===== src/sv/smp_pkg.sv =====
// Package for the STUN message parser: result codes, queue sizing and the
// result record type. No dependencies.
package smp_pkg;

   // Fixed sizes of the message layout.
   localparam int HDR_BYTES     = 20;
   localparam int ATTR_HDR      = 4;
   localparam int VALUE_KEEP    = 8;
   localparam int COUNT_W       = 17;
   localparam logic [15:0] MAX_ATTR_TYPE = 16'h7fff;

   // Result queue sizing.
   localparam int QUEUE_DEPTH = 4;
   localparam int PTR_W       = $clog2(QUEUE_DEPTH);
   localparam int CNT_W       = $clog2(QUEUE_DEPTH + 1);

   typedef enum logic [1:0] {
      KIND_ADDRESS = 2'd0,
      KIND_UNKNOWN = 2'd1,
      KIND_SUMMARY = 2'd2
   } kind_type;

   typedef enum logic [1:0] {
      STATUS_OK        = 2'd0,
      STATUS_TOO_SHORT = 2'd1,
      STATUS_MISMATCH  = 2'd2,
      STATUS_OVERRUN   = 2'd3
   } status_type;

   // Attribute type codes that carry an address value.
   localparam logic [15:0] ATTR_MAPPED_ADDRESS   = 16'h0001;
   localparam logic [15:0] ATTR_RESPONSE_ADDRESS = 16'h0002;
   localparam logic [15:0] ATTR_SOURCE_ADDRESS   = 16'h0004;
   localparam logic [15:0] ATTR_CHANGED_ADDRESS  = 16'h0005;
   localparam logic [15:0] ATTR_REFLECTED_FROM   = 16'h000b;

   typedef struct packed {
      kind_type    kind;
      logic [15:0] attribute_type;
      logic [7:0]  family;
      logic [15:0] port;
      logic [31:0] ip_address;
      logic [15:0] message_type;
      logic [15:0] message_length;
      logic [63:0] tid_upper;
      logic [63:0] tid_lower;
      status_type  status;
      logic        final_res;
   } result_type;

endpackage


===== src/sv/smp_req_if.sv =====
// Request channel of the STUN message parser: one message byte per request.
// No dependencies.
interface smp_req_if;
   logic       valid;
   logic       ready;
   logic [7:0] data_byte;
   logic       end_of_message;

   modport source (output valid, output data_byte, output end_of_message, input ready);
   modport sink   (input valid, input data_byte, input end_of_message, output ready);
endinterface


===== src/sv/smp_rsp_if.sv =====
// Result channel of the STUN message parser: attribute and summary results.
// No dependencies.
interface smp_rsp_if;
   logic        valid;
   logic        ready;
   logic [1:0]  kind;
   logic [15:0] attribute_type;
   logic [7:0]  family;
   logic [15:0] port;
   logic [31:0] ip_address;
   logic [15:0] message_type;
   logic [15:0] message_length;
   logic [63:0] tid_upper;
   logic [63:0] tid_lower;
   logic [1:0]  status;
   logic        final_res;

   modport source (output valid, output kind, output attribute_type, output family,
                   output port, output ip_address, output message_type,
                   output message_length, output tid_upper, output tid_lower,
                   output status, output final_res, input ready);
   modport sink   (input valid, input kind, input attribute_type, input family,
                   input port, input ip_address, input message_type,
                   input message_length, input tid_upper, input tid_lower,
                   input status, input final_res, output ready);
endinterface


===== src/sv/stun_message_parser_core.sv =====
// A result is written into the result queue when the request byte that causes it is accepted.
// Throughput: one byte per cycle; a byte produces zero, one or two results, which
// go to a four-entry result queue, and the byte request is held off while the
// queue holds more than two results. The header and attribute walk registers are
// updated by a single pass of logic per byte. Synchronous reset clears the parse
// state and empties the queue; the parse state also clears after every last byte.
module stun_message_parser_core (
   input logic     clock,
   input logic     reset,
   smp_req_if.sink   req_if,
   smp_rsp_if.source rsp_if
);

   localparam logic [smp_pkg::COUNT_W-1:0] COUNT_MAX = '1;

   // Parse state.
   logic [smp_pkg::COUNT_W-1:0] byte_count_ff, byte_count_in;
   logic [15:0] header_type_ff, header_type_in;
   logic [15:0] header_length_ff, header_length_in;
   logic [63:0] tid_upper_ff, tid_upper_in;
   logic [63:0] tid_lower_ff, tid_lower_in;
   logic [15:0] attr_type_ff, attr_type_in;
   logic [15:0] attr_length_ff, attr_length_in;
   logic [smp_pkg::COUNT_W-1:0] attr_pos_ff, attr_pos_in;
   logic [63:0] value_ff, value_in;
   logic        overrun_ff, overrun_in;

   // Result queue.
   smp_pkg::result_type       queue_ff [smp_pkg::QUEUE_DEPTH];
   logic [smp_pkg::PTR_W-1:0] head_ff, head_in;
   logic [smp_pkg::PTR_W-1:0] tail_ff, tail_in;
   logic [smp_pkg::CNT_W-1:0] count_ff, count_in;

   logic                req_fire;
   logic                rsp_fire;
   logic                attr_valid;
   logic                summ_valid;
   smp_pkg::result_type attr_res;
   smp_pkg::result_type summ_res;
   smp_pkg::result_type first_res;
   logic [1:0]          push_count;

   function automatic logic is_address_type(input logic [15:0] t);
      return t == smp_pkg::ATTR_MAPPED_ADDRESS   || t == smp_pkg::ATTR_RESPONSE_ADDRESS ||
             t == smp_pkg::ATTR_SOURCE_ADDRESS   || t == smp_pkg::ATTR_CHANGED_ADDRESS  ||
             t == smp_pkg::ATTR_REFLECTED_FROM;
   endfunction

   assign req_fire     = req_if.valid && req_if.ready;
   assign rsp_fire     = rsp_if.valid && rsp_if.ready;
   assign req_if.ready = count_ff <= smp_pkg::CNT_W'(smp_pkg::QUEUE_DEPTH - 2);

   // Per-byte parse: header capture, attribute walk and summary.
   always_comb begin
      logic [smp_pkg::COUNT_W-1:0] c;
      logic [7:0]  b;
      logic [smp_pkg::COUNT_W-1:0] body_end;
      logic [15:0] off;
      logic [15:0] len_full;
      logic [17:0] extent;
      logic [2:0]  tid_idx;
      logic        finish;
      logic [15:0] fin_type;
      logic [15:0] fin_len;
      logic [63:0] fin_value;
      logic [2:0]  fill_bytes;

      c          = byte_count_ff;
      b          = req_if.data_byte;
      body_end   = smp_pkg::COUNT_W'(smp_pkg::HDR_BYTES) + {1'b0, header_length_ff};
      off        = 16'(c - smp_pkg::COUNT_W'(smp_pkg::HDR_BYTES));
      len_full   = {attr_length_ff[15:8], b};
      extent     = {2'b00, off} + {2'b00, len_full} + 18'd1;
      tid_idx    = 3'd3 - c[2:0];
      finish     = 1'b0;
      fin_type   = attr_type_ff;
      fin_len    = '0;
      fin_value  = '0;
      fill_bytes = '0;

      byte_count_in    = byte_count_ff;
      header_type_in   = header_type_ff;
      header_length_in = header_length_ff;
      tid_upper_in     = tid_upper_ff;
      tid_lower_in     = tid_lower_ff;
      attr_type_in     = attr_type_ff;
      attr_length_in   = attr_length_ff;
      attr_pos_in      = attr_pos_ff;
      value_in         = value_ff;
      overrun_in       = overrun_ff;
      attr_valid       = 1'b0;
      summ_valid       = 1'b0;
      attr_res         = '0;
      summ_res         = '0;

      if (req_fire) begin
         // Header bytes land at their fixed positions.
         if (c < smp_pkg::COUNT_W'(2)) begin
            if (c[0]) header_type_in[7:0] = b;
            else      header_type_in[15:8] = b;
         end else if (c < smp_pkg::COUNT_W'(4)) begin
            if (c[0]) header_length_in[7:0] = b;
            else      header_length_in[15:8] = b;
         end else if (c < smp_pkg::COUNT_W'(12)) begin
            tid_upper_in[{tid_idx, 3'b000} +: 8] = b;
         end else if (c < smp_pkg::COUNT_W'(smp_pkg::HDR_BYTES)) begin
            tid_lower_in[{tid_idx, 3'b000} +: 8] = b;
         end else if (c < body_end && !overrun_ff) begin
            // Attribute walk over the body.
            if (attr_pos_ff == smp_pkg::COUNT_W'(0)) begin
               if ((header_length_ff - off) >= 16'(smp_pkg::ATTR_HDR)) begin
                  attr_type_in = {b, 8'h00};
                  attr_pos_in  = smp_pkg::COUNT_W'(1);
               end
            end else if (attr_pos_ff == smp_pkg::COUNT_W'(1)) begin
               attr_type_in = {attr_type_ff[15:8], b};
               attr_pos_in  = smp_pkg::COUNT_W'(2);
            end else if (attr_pos_ff == smp_pkg::COUNT_W'(2)) begin
               attr_length_in = {b, 8'h00};
               attr_pos_in    = smp_pkg::COUNT_W'(3);
            end else if (attr_pos_ff == smp_pkg::COUNT_W'(3)) begin
               attr_length_in = len_full;
               if (extent > {2'b00, header_length_ff}) begin
                  // Attribute reaches past the body: stop the walk.
                  overrun_in  = 1'b1;
                  attr_pos_in = '0;
               end else begin
                  value_in = '0;
                  if (len_full == 16'd0) begin
                     finish = 1'b1;
                  end else begin
                     attr_pos_in = smp_pkg::COUNT_W'(4);
                  end
               end
            end else begin
               // Value byte; only the first eight are kept.
               if (attr_pos_ff < smp_pkg::COUNT_W'(smp_pkg::ATTR_HDR + smp_pkg::VALUE_KEEP)) begin
                  value_in = {value_ff[55:0], b};
               end
               attr_pos_in = attr_pos_ff + smp_pkg::COUNT_W'(1);
               if ((attr_pos_ff - smp_pkg::COUNT_W'(3)) >= {1'b0, attr_length_ff}) begin
                  finish = 1'b1;
               end
            end
         end

         // Emit a finished attribute and clear the walk registers.
         if (finish) begin
            fin_type  = attr_type_in;
            fin_len   = attr_length_in;
            fin_value = value_in;
            if (fin_len == 16'd0) begin
               fin_value = '0;
            end else if (fin_len < 16'(smp_pkg::VALUE_KEEP)) begin
               // A short value is left-aligned with zeros after it.
               fill_bytes = 3'd0 - fin_len[2:0];
               fin_value  = fin_value << {fill_bytes, 3'b000};
            end
            if (is_address_type(fin_type)) begin
               attr_valid              = 1'b1;
               attr_res.kind           = smp_pkg::KIND_ADDRESS;
               attr_res.attribute_type = fin_type;
               attr_res.family         = fin_value[55:48];
               attr_res.port           = fin_value[47:32];
               attr_res.ip_address     = fin_value[31:0];
            end else if (fin_type <= smp_pkg::MAX_ATTR_TYPE) begin
               attr_valid              = 1'b1;
               attr_res.kind           = smp_pkg::KIND_UNKNOWN;
               attr_res.attribute_type = fin_type;
            end
            attr_pos_in    = '0;
            attr_type_in   = '0;
            attr_length_in = '0;
            value_in       = '0;
         end

         // Saturating byte count.
         if (byte_count_ff != COUNT_MAX) begin
            byte_count_in = byte_count_ff + smp_pkg::COUNT_W'(1);
         end

         // Summary on the last byte, then start over.
         if (req_if.end_of_message) begin
            summ_valid              = 1'b1;
            summ_res.kind           = smp_pkg::KIND_SUMMARY;
            summ_res.message_type   = header_type_in;
            summ_res.message_length = header_length_in;
            summ_res.tid_upper      = tid_upper_in;
            summ_res.tid_lower      = tid_lower_in;
            summ_res.final_res      = 1'b1;
            if (byte_count_in < smp_pkg::COUNT_W'(smp_pkg::HDR_BYTES)) begin
               summ_res.status = smp_pkg::STATUS_TOO_SHORT;
            end else if (byte_count_in != smp_pkg::COUNT_W'(smp_pkg::HDR_BYTES) +
                                          {1'b0, header_length_in}) begin
               summ_res.status = smp_pkg::STATUS_MISMATCH;
            end else if (overrun_in) begin
               summ_res.status = smp_pkg::STATUS_OVERRUN;
            end else begin
               summ_res.status = smp_pkg::STATUS_OK;
            end
            byte_count_in    = '0;
            header_type_in   = '0;
            header_length_in = '0;
            tid_upper_in     = '0;
            tid_lower_in     = '0;
            attr_type_in     = '0;
            attr_length_in   = '0;
            attr_pos_in      = '0;
            value_in         = '0;
            overrun_in       = 1'b0;
         end
      end
   end

   // Parse state registers.
   always_ff @(posedge clock) begin
      if (reset) begin
         byte_count_ff    <= '0;
         header_type_ff   <= '0;
         header_length_ff <= '0;
         tid_upper_ff     <= '0;
         tid_lower_ff     <= '0;
         attr_type_ff     <= '0;
         attr_length_ff   <= '0;
         attr_pos_ff      <= '0;
         value_ff         <= '0;
         overrun_ff       <= 1'b0;
      end else begin
         byte_count_ff    <= byte_count_in;
         header_type_ff   <= header_type_in;
         header_length_ff <= header_length_in;
         tid_upper_ff     <= tid_upper_in;
         tid_lower_ff     <= tid_lower_in;
         attr_type_ff     <= attr_type_in;
         attr_length_ff   <= attr_length_in;
         attr_pos_ff      <= attr_pos_in;
         value_ff         <= value_in;
         overrun_ff       <= overrun_in;
      end
   end

   // The attribute result goes ahead of the summary from the same byte.
   assign first_res  = attr_valid ? attr_res : summ_res;
   assign push_count = {1'b0, attr_valid} + {1'b0, summ_valid};

   // Queue pointers.
   always_comb begin
      tail_in  = tail_ff + smp_pkg::PTR_W'(push_count);
      head_in  = rsp_fire ? head_ff + smp_pkg::PTR_W'(1) : head_ff;
      count_in = count_ff + smp_pkg::CNT_W'(push_count) - smp_pkg::CNT_W'(rsp_fire);
   end

   always_ff @(posedge clock) begin
      if (reset) begin
         head_ff  <= '0;
         tail_ff  <= '0;
         count_ff <= '0;
      end else begin
         head_ff  <= head_in;
         tail_ff  <= tail_in;
         count_ff <= count_in;
      end
   end

   // Queue storage.
   always_ff @(posedge clock) begin
      if (push_count != 2'd0) begin
         queue_ff[tail_ff] <= first_res;
      end
      if (push_count == 2'd2) begin
         queue_ff[tail_ff + smp_pkg::PTR_W'(1)] <= summ_res;
      end
   end

   // Result channel.
   assign rsp_if.valid          = count_ff != '0;
   assign rsp_if.kind           = queue_ff[head_ff].kind;
   assign rsp_if.attribute_type = queue_ff[head_ff].attribute_type;
   assign rsp_if.family         = queue_ff[head_ff].family;
   assign rsp_if.port           = queue_ff[head_ff].port;
   assign rsp_if.ip_address     = queue_ff[head_ff].ip_address;
   assign rsp_if.message_type   = queue_ff[head_ff].message_type;
   assign rsp_if.message_length = queue_ff[head_ff].message_length;
   assign rsp_if.tid_upper      = queue_ff[head_ff].tid_upper;
   assign rsp_if.tid_lower      = queue_ff[head_ff].tid_lower;
   assign rsp_if.status         = queue_ff[head_ff].status;
   assign rsp_if.final_res      = queue_ff[head_ff].final_res;

   // The queue never holds more than its depth.
   assert property (@(posedge clock) disable iff (reset)
      count_ff <= smp_pkg::CNT_W'(smp_pkg::QUEUE_DEPTH))
      else $error("result queue over its depth");

   // A last byte always leaves a summary waiting in the queue.
   assert property (@(posedge clock) disable iff (reset)
      req_fire && req_if.end_of_message |=> count_ff != '0)
      else $error("last byte left no result queued");

   // The parse state starts over after a last byte.
   assert property (@(posedge clock) disable iff (reset)
      req_fire && req_if.end_of_message |=> byte_count_ff == '0 && !overrun_ff)
      else $error("parse state not cleared after last byte");

endmodule

===== src/flat_wrapper.sv =====
// flat-port wrapper written by rule: the top's interface ports become plain ports
module stun_message_parser_core_flat 
  (clock, reset, req_if_valid, req_if_data_byte, req_if_end_of_message, req_if_ready, rsp_if_valid, rsp_if_kind, rsp_if_attribute_type, rsp_if_family, rsp_if_port, rsp_if_ip_address, rsp_if_message_type, rsp_if_message_length, rsp_if_tid_upper, rsp_if_tid_lower, rsp_if_status, rsp_if_final_res, rsp_if_ready);
  smp_req_if req_if_i ();
  smp_rsp_if rsp_if_i ();
  input logic clock;
  input logic reset;
  input wire logic [$bits(req_if_i.valid)-1:0] req_if_valid;
  input wire logic [$bits(req_if_i.data_byte)-1:0] req_if_data_byte;
  input wire logic [$bits(req_if_i.end_of_message)-1:0] req_if_end_of_message;
  output wire logic [$bits(req_if_i.ready)-1:0] req_if_ready;
  output wire logic [$bits(rsp_if_i.valid)-1:0] rsp_if_valid;
  output wire logic [$bits(rsp_if_i.kind)-1:0] rsp_if_kind;
  output wire logic [$bits(rsp_if_i.attribute_type)-1:0] rsp_if_attribute_type;
  output wire logic [$bits(rsp_if_i.family)-1:0] rsp_if_family;
  output wire logic [$bits(rsp_if_i.port)-1:0] rsp_if_port;
  output wire logic [$bits(rsp_if_i.ip_address)-1:0] rsp_if_ip_address;
  output wire logic [$bits(rsp_if_i.message_type)-1:0] rsp_if_message_type;
  output wire logic [$bits(rsp_if_i.message_length)-1:0] rsp_if_message_length;
  output wire logic [$bits(rsp_if_i.tid_upper)-1:0] rsp_if_tid_upper;
  output wire logic [$bits(rsp_if_i.tid_lower)-1:0] rsp_if_tid_lower;
  output wire logic [$bits(rsp_if_i.status)-1:0] rsp_if_status;
  output wire logic [$bits(rsp_if_i.final_res)-1:0] rsp_if_final_res;
  input wire logic [$bits(rsp_if_i.ready)-1:0] rsp_if_ready;
  assign req_if_i.valid = req_if_valid;
  assign req_if_i.data_byte = req_if_data_byte;
  assign req_if_i.end_of_message = req_if_end_of_message;
  assign req_if_ready = req_if_i.ready;
  assign rsp_if_valid = rsp_if_i.valid;
  assign rsp_if_kind = rsp_if_i.kind;
  assign rsp_if_attribute_type = rsp_if_i.attribute_type;
  assign rsp_if_family = rsp_if_i.family;
  assign rsp_if_port = rsp_if_i.port;
  assign rsp_if_ip_address = rsp_if_i.ip_address;
  assign rsp_if_message_type = rsp_if_i.message_type;
  assign rsp_if_message_length = rsp_if_i.message_length;
  assign rsp_if_tid_upper = rsp_if_i.tid_upper;
  assign rsp_if_tid_lower = rsp_if_i.tid_lower;
  assign rsp_if_status = rsp_if_i.status;
  assign rsp_if_final_res = rsp_if_i.final_res;
  assign rsp_if_i.ready = rsp_if_ready;
  stun_message_parser_core u_core (.clock(clock), .reset(reset), .req_if(req_if_i), .rsp_if(rsp_if_i));
endmodule

===== config.mk =====
export PLATFORM = sky130hd
export DESIGN_NAME = stun_message_parser_core_flat
export DESIGN_NICKNAME = d
export VERILOG_FILES = /design/src/sv/smp_pkg.sv /design/src/sv/smp_req_if.sv /design/src/sv/smp_rsp_if.sv /design/src/sv/stun_message_parser_core.sv /design/src/flat_wrapper.sv
export SDC_FILE = /design/constraint.sdc
export NUM_CORES = 2
export LEC_CHECK = 0
export BUFFER_PORTS_ARGS = -buffer_cell sky130_fd_sc_hd__buf_4
export CAP_MARGIN = 10
export CELL_PAD_IN_SITES_DETAIL_PLACEMENT = 0
export CELL_PAD_IN_SITES_GLOBAL_PLACEMENT = 1
export CORE_MARGIN = 4
export CORE_UTILIZATION = 40
export CTS_CLUSTER_DIAMETER = 40
export DETAILED_ROUTE_END_ITERATION = 16
export GPL_TIMING_DRIVEN = 0
export PLACE_DENSITY = 0.72
export SYNTH_ARGS = -nofsm -noshare
export SYNTH_HDL_FRONTEND = slang
export SYNTH_SLANG_ARGS = --single-unit

===== constraint.sdc =====
create_clock -name clock -period 11 [get_ports clock]
set_input_delay 0 -clock clock [delete_from_list [all_inputs] [get_ports clock]]
set_output_delay 0 -clock clock [all_outputs]
set_load 0.1 [all_outputs]

==> metrics.md <==
| Metric | Value |
|---|---|
| Status | completed |
| WHS | 282 ps |
| Commonest non-fill, non-tap cell in the layout | nor2_1 |
| CTS tree | done |
| CP max stage delay | ~650 ps |
| All-Layer GR Usage | 0.263 |
| Clock tree buffer depth | 3 |
| Final ANT Viol Nets | 0 |
| FF-to-FF Start | u_core.byte_count_ff[2] |
| Area leader, netlist | edfxtp_1 |
| Slew @ Worst Pin | around 1500 ps |
| Critical path launch point | u_core.byte_count_ff[2] |
| Root Driver | clkbuf_16 |
| Number of flops mapped to enable cells by yosys | 652 |
| Syn Nets | 5663 |
| Die W | 393 um |
| Clk pin slew, worst setup/hold paths | about 50 ps |
| Final setup fails | 0 |
| Most common cell on crit path | ha_1 |
| Most frequent cells in the layout | 990 x nor2_1, 652 x edfxtp_1, 604 x nand2_1, 584 x dfxtp_1, 341 x o21ai_0 |
| Vias per std cell | approximately 5.9 |
| Initial Util | 0.402 |
| Clock sink count | ~1200 |
| Fill count | between 10000 and 15000 |
| Total power | between 10000 and 15000 uW |
| Pre-antenna DRT Iters | 9 |
| Setup crit end kind | register |
| Peak supply drop | about 0.00025 V |
| I/O Buffers | between 200 and 300 |
| Number of global-route vias before repair | 46100 |
| Final Non-Filler Cells | between 8000 and 9000 |
| Fin Clk Skew | between 70 and 80 ps |
| Startpoint types | register |
| Reg2Reg Setup Slack | about 550 ps |
| Netlist Area Pre-Place | 59400 sq um |
| GPL Wtd Cong | 0.963 |
| Maximum number of pins on one net before global-route repair | between 90 and 100 |
| TritonCTS buffer count | around 190 |
| Worst Slack Setup Final | about 550 ps |
| WP data required | between 10000 and 15000 ps |
| GRT overflow | 0 |
| Period utilization | 0.950 |
| Asr flop ratio synth | 0 |
| Synth top area share | 0.330 |
| Main synth FF type | edfxtp_1 |
| Yosys warnings | 0 |
| Setup TNS | 0 ps |
| Crit path arrival time | ~11000 ps |
| Syn avg cell area | 10.7 sq um |
| Die area | about 150000 sq um |
| Setup CP Type | reg -> reg |
| Max transition margin | 0.0209 |
| Drt total wl | about 210000 um |
| IO Pins | about 250 |
| Initial antenna violation count | 4 |
| Peak Freq | 95.7 MHz |
| Drt wl/cell | around 26 um |
| Reg2Reg Depth | 32 |
| Worst path slowest cell | or4_1 |
| FF-to-FF End | u_core.queue_ff[0][51] |
| Worst-skew pair later-pin latency | ~840 ps |
| Share of cells above drive strength 1 | 0.179 |
| H-tree depth | 4 |
| Crit path capture | u_core.queue_ff[0][51] |
| CP max FO | between 70 and 80 |
| PwrDens | ~210 nW/um^2 |
| Final net count | a little over 6000 |
| Top cells by area, synth | edfxtp_1 33%, dfxtp_1 20%, mux4_2 9.0%, nor2_1 6.3%, nand2_1 3.8% |
| Final Hold Violating Endpoints | 0 |
| Post-layout min period | around 10000 ps |
| Initial DRC Count | between 5000 and 6000 |
| Core Area | 148000 sq um |
| Sequential element share of the synthesized area | 0.527 |
| Slew Viols, Final | 0 |
| HP Class | in -> reg |
| DRC | 0 |
| Max Cap Viol | 0 |
| Vias | between 40000 and 50000 |
| DP Worst Slack | -1140 ps |
| Seq cells post-synth | 1236 |
| Cell variety after synth | 97 |
| HPWL Detailed | 147000 um |
| P_leak | between 0.02 and 0.025 uW |
| Die height | ~390 um |
| Post-Synthesis Cells | between 5000 and 6000 |
| Global-route wire length before repair | approximately 310000 um |
| Dpl cells | approximately 7700 |
| # rows | roughly 140 |
| Area Overhead vs Synth | 19.1% |
-- worst min path at each step --
stage	startpoint	end	slack [ps]	cells past startpoint
final	req_if_data_byte[4]	u_core.attr_length_ff[4]	280	5
after floorplan	req_if_data_byte[7]	u_core.attr_length_ff[7]	270	3
after global routing	req_if_data_byte[4]	u_core.attr_length_ff[4]	290	5
after detailed placement	u_core.queue_ff[2][204]	u_core.queue_ff[2][204]	440	2
after global placement	u_core.queue_ff[0][166]	u_core.queue_ff[0][166]	430	2
after CTS	req_if_data_byte[4]	u_core.attr_length_ff[4]	250	5
-- Yosys cell counts, drive strengths merged, types with 22 or more instances --
cell,instances
mux4,236
a21o,36
a22o,99
buf,129
a21oi,106
nor2b,23
xor2,40
o22a,46
xnor2,67
or3,22
and3,26
a211oi,27
mux2i,91
nor2,990
edfxtp,652
nor4,51
dfxtp,584
and2,25
mux2,127
nor3,94
ha,100
o211ai,32
nand3,72
nand2,604
clkbuf,312
a22oi,187
inv,93
nand4,37
o21ai,378
-- where the power goes --
group	total (uW)	internal [uW]	switching, uW	leakage, uW
clock network	6120	3700	2420	0.00316
logic	3680	857	2820	0.0104
registers	4970	4940	29.7	0.0110
total	14800	9500	5270	0.0245
-- cell type report --
| class | instances | area, sq um | area share |
|---|---|---|---|
| Antenna cell | 2 | 5.00 | 0.0000708 |
| Buffer | 441 | 1830 | 0.0259 |
| Clock buffer | 211 | 4880 | 0.0690 |
| Clock inverter | 142 | 1720 | 0.0243 |
| Inverter | 97 | 469 | 0.00663 |
| Multi-Input combinational cell | 3774 | 26000 | 0.367 |
| Sequential cell | 1236 | 31300 | 0.442 |
| Tap cell | 1930 | 2410 | 0.0341 |
| Timing Repair Buffer | 272 | 2150 | 0.0305 |
| Timing Repair inverter | 4 | 35.0 | 0.000495 |
-- critical path, delay by kind of cell, from the launching register on --
kind                       cells  cell delay [ps]
and+or+nand+nor                9             2260
AOI/OAI and AO/OA              8             2310
adders and majority gates      4             1320
xor gates and xnor gates       2              430
DFF                            1              380
buffers and inverters          9             3120
-- what timing repair did --
item | CTS | global route
endpoints found under the setup margin | 532 | 373
cloned | 0 | 4
gates resized for setup | 5 | 18
pin swaps | 1 | 0
hold buffers | 6 | 0
setup buffers | 3 | 0
hold endpoints to repair | 18 | 0
-- through the flow --
| step | cell area (sq um) | util |
|---|---|---|
| 5_1_grt | 70700 | 0.479 |
| 2_1_floorplan | 59400 | - |
| 3_3_place_gp | 63700 | 0.431 |
| 6_report | 70700 | 0.479 |
| 4_1_cts | 70600 | 0.478 |
| 3_5_place_dp | 63900 | 0.433 |
-- state kept, by name (all words and copies together), names as in the netlist, named ones only --
signal                   flops
u_core.attr_length_ff       16
u_core.attr_pos_ff          17
u_core.attr_type_ff         16
u_core.byte_count_ff        17
u_core.count_ff              3
u_core.head_ff               2
u_core.header_length_ff     16
u_core.header_type_ff       16
u_core.overrun_ff            1
u_core.queue_ff            944
u_core.tail_ff               2
u_core.tid_lower_ff         64
u_core.tid_upper_ff         64
u_core.value_ff             56
-- cell families after synthesis --
| group | share of synthesized area |
|---|---|
| buffers and inverters | 0.0369 |
| flip-flops | 0.527 |
| adder cells (fa/ha/maj) | 0.0217 |
| XOR/XNOR | 0.0159 |
| AO/OA/AOI/OAI | 0.123 |
| multiplexers | 0.129 |
| AND/OR/NAND/NOR | 0.147 |
-- per-layer routing --
metal / GRT usage / vias up / wire length (um)
met5: 0 / - / 0
met4: 0.0878 / 0 / 7310
met3: 0.0529 / 391 / 18800
met2: 0.398 / 2226 / 92900
met1: 0.378 / 23800 / 91500
li1: - / 21300 / -
Power figures use the tool's default switching activity.
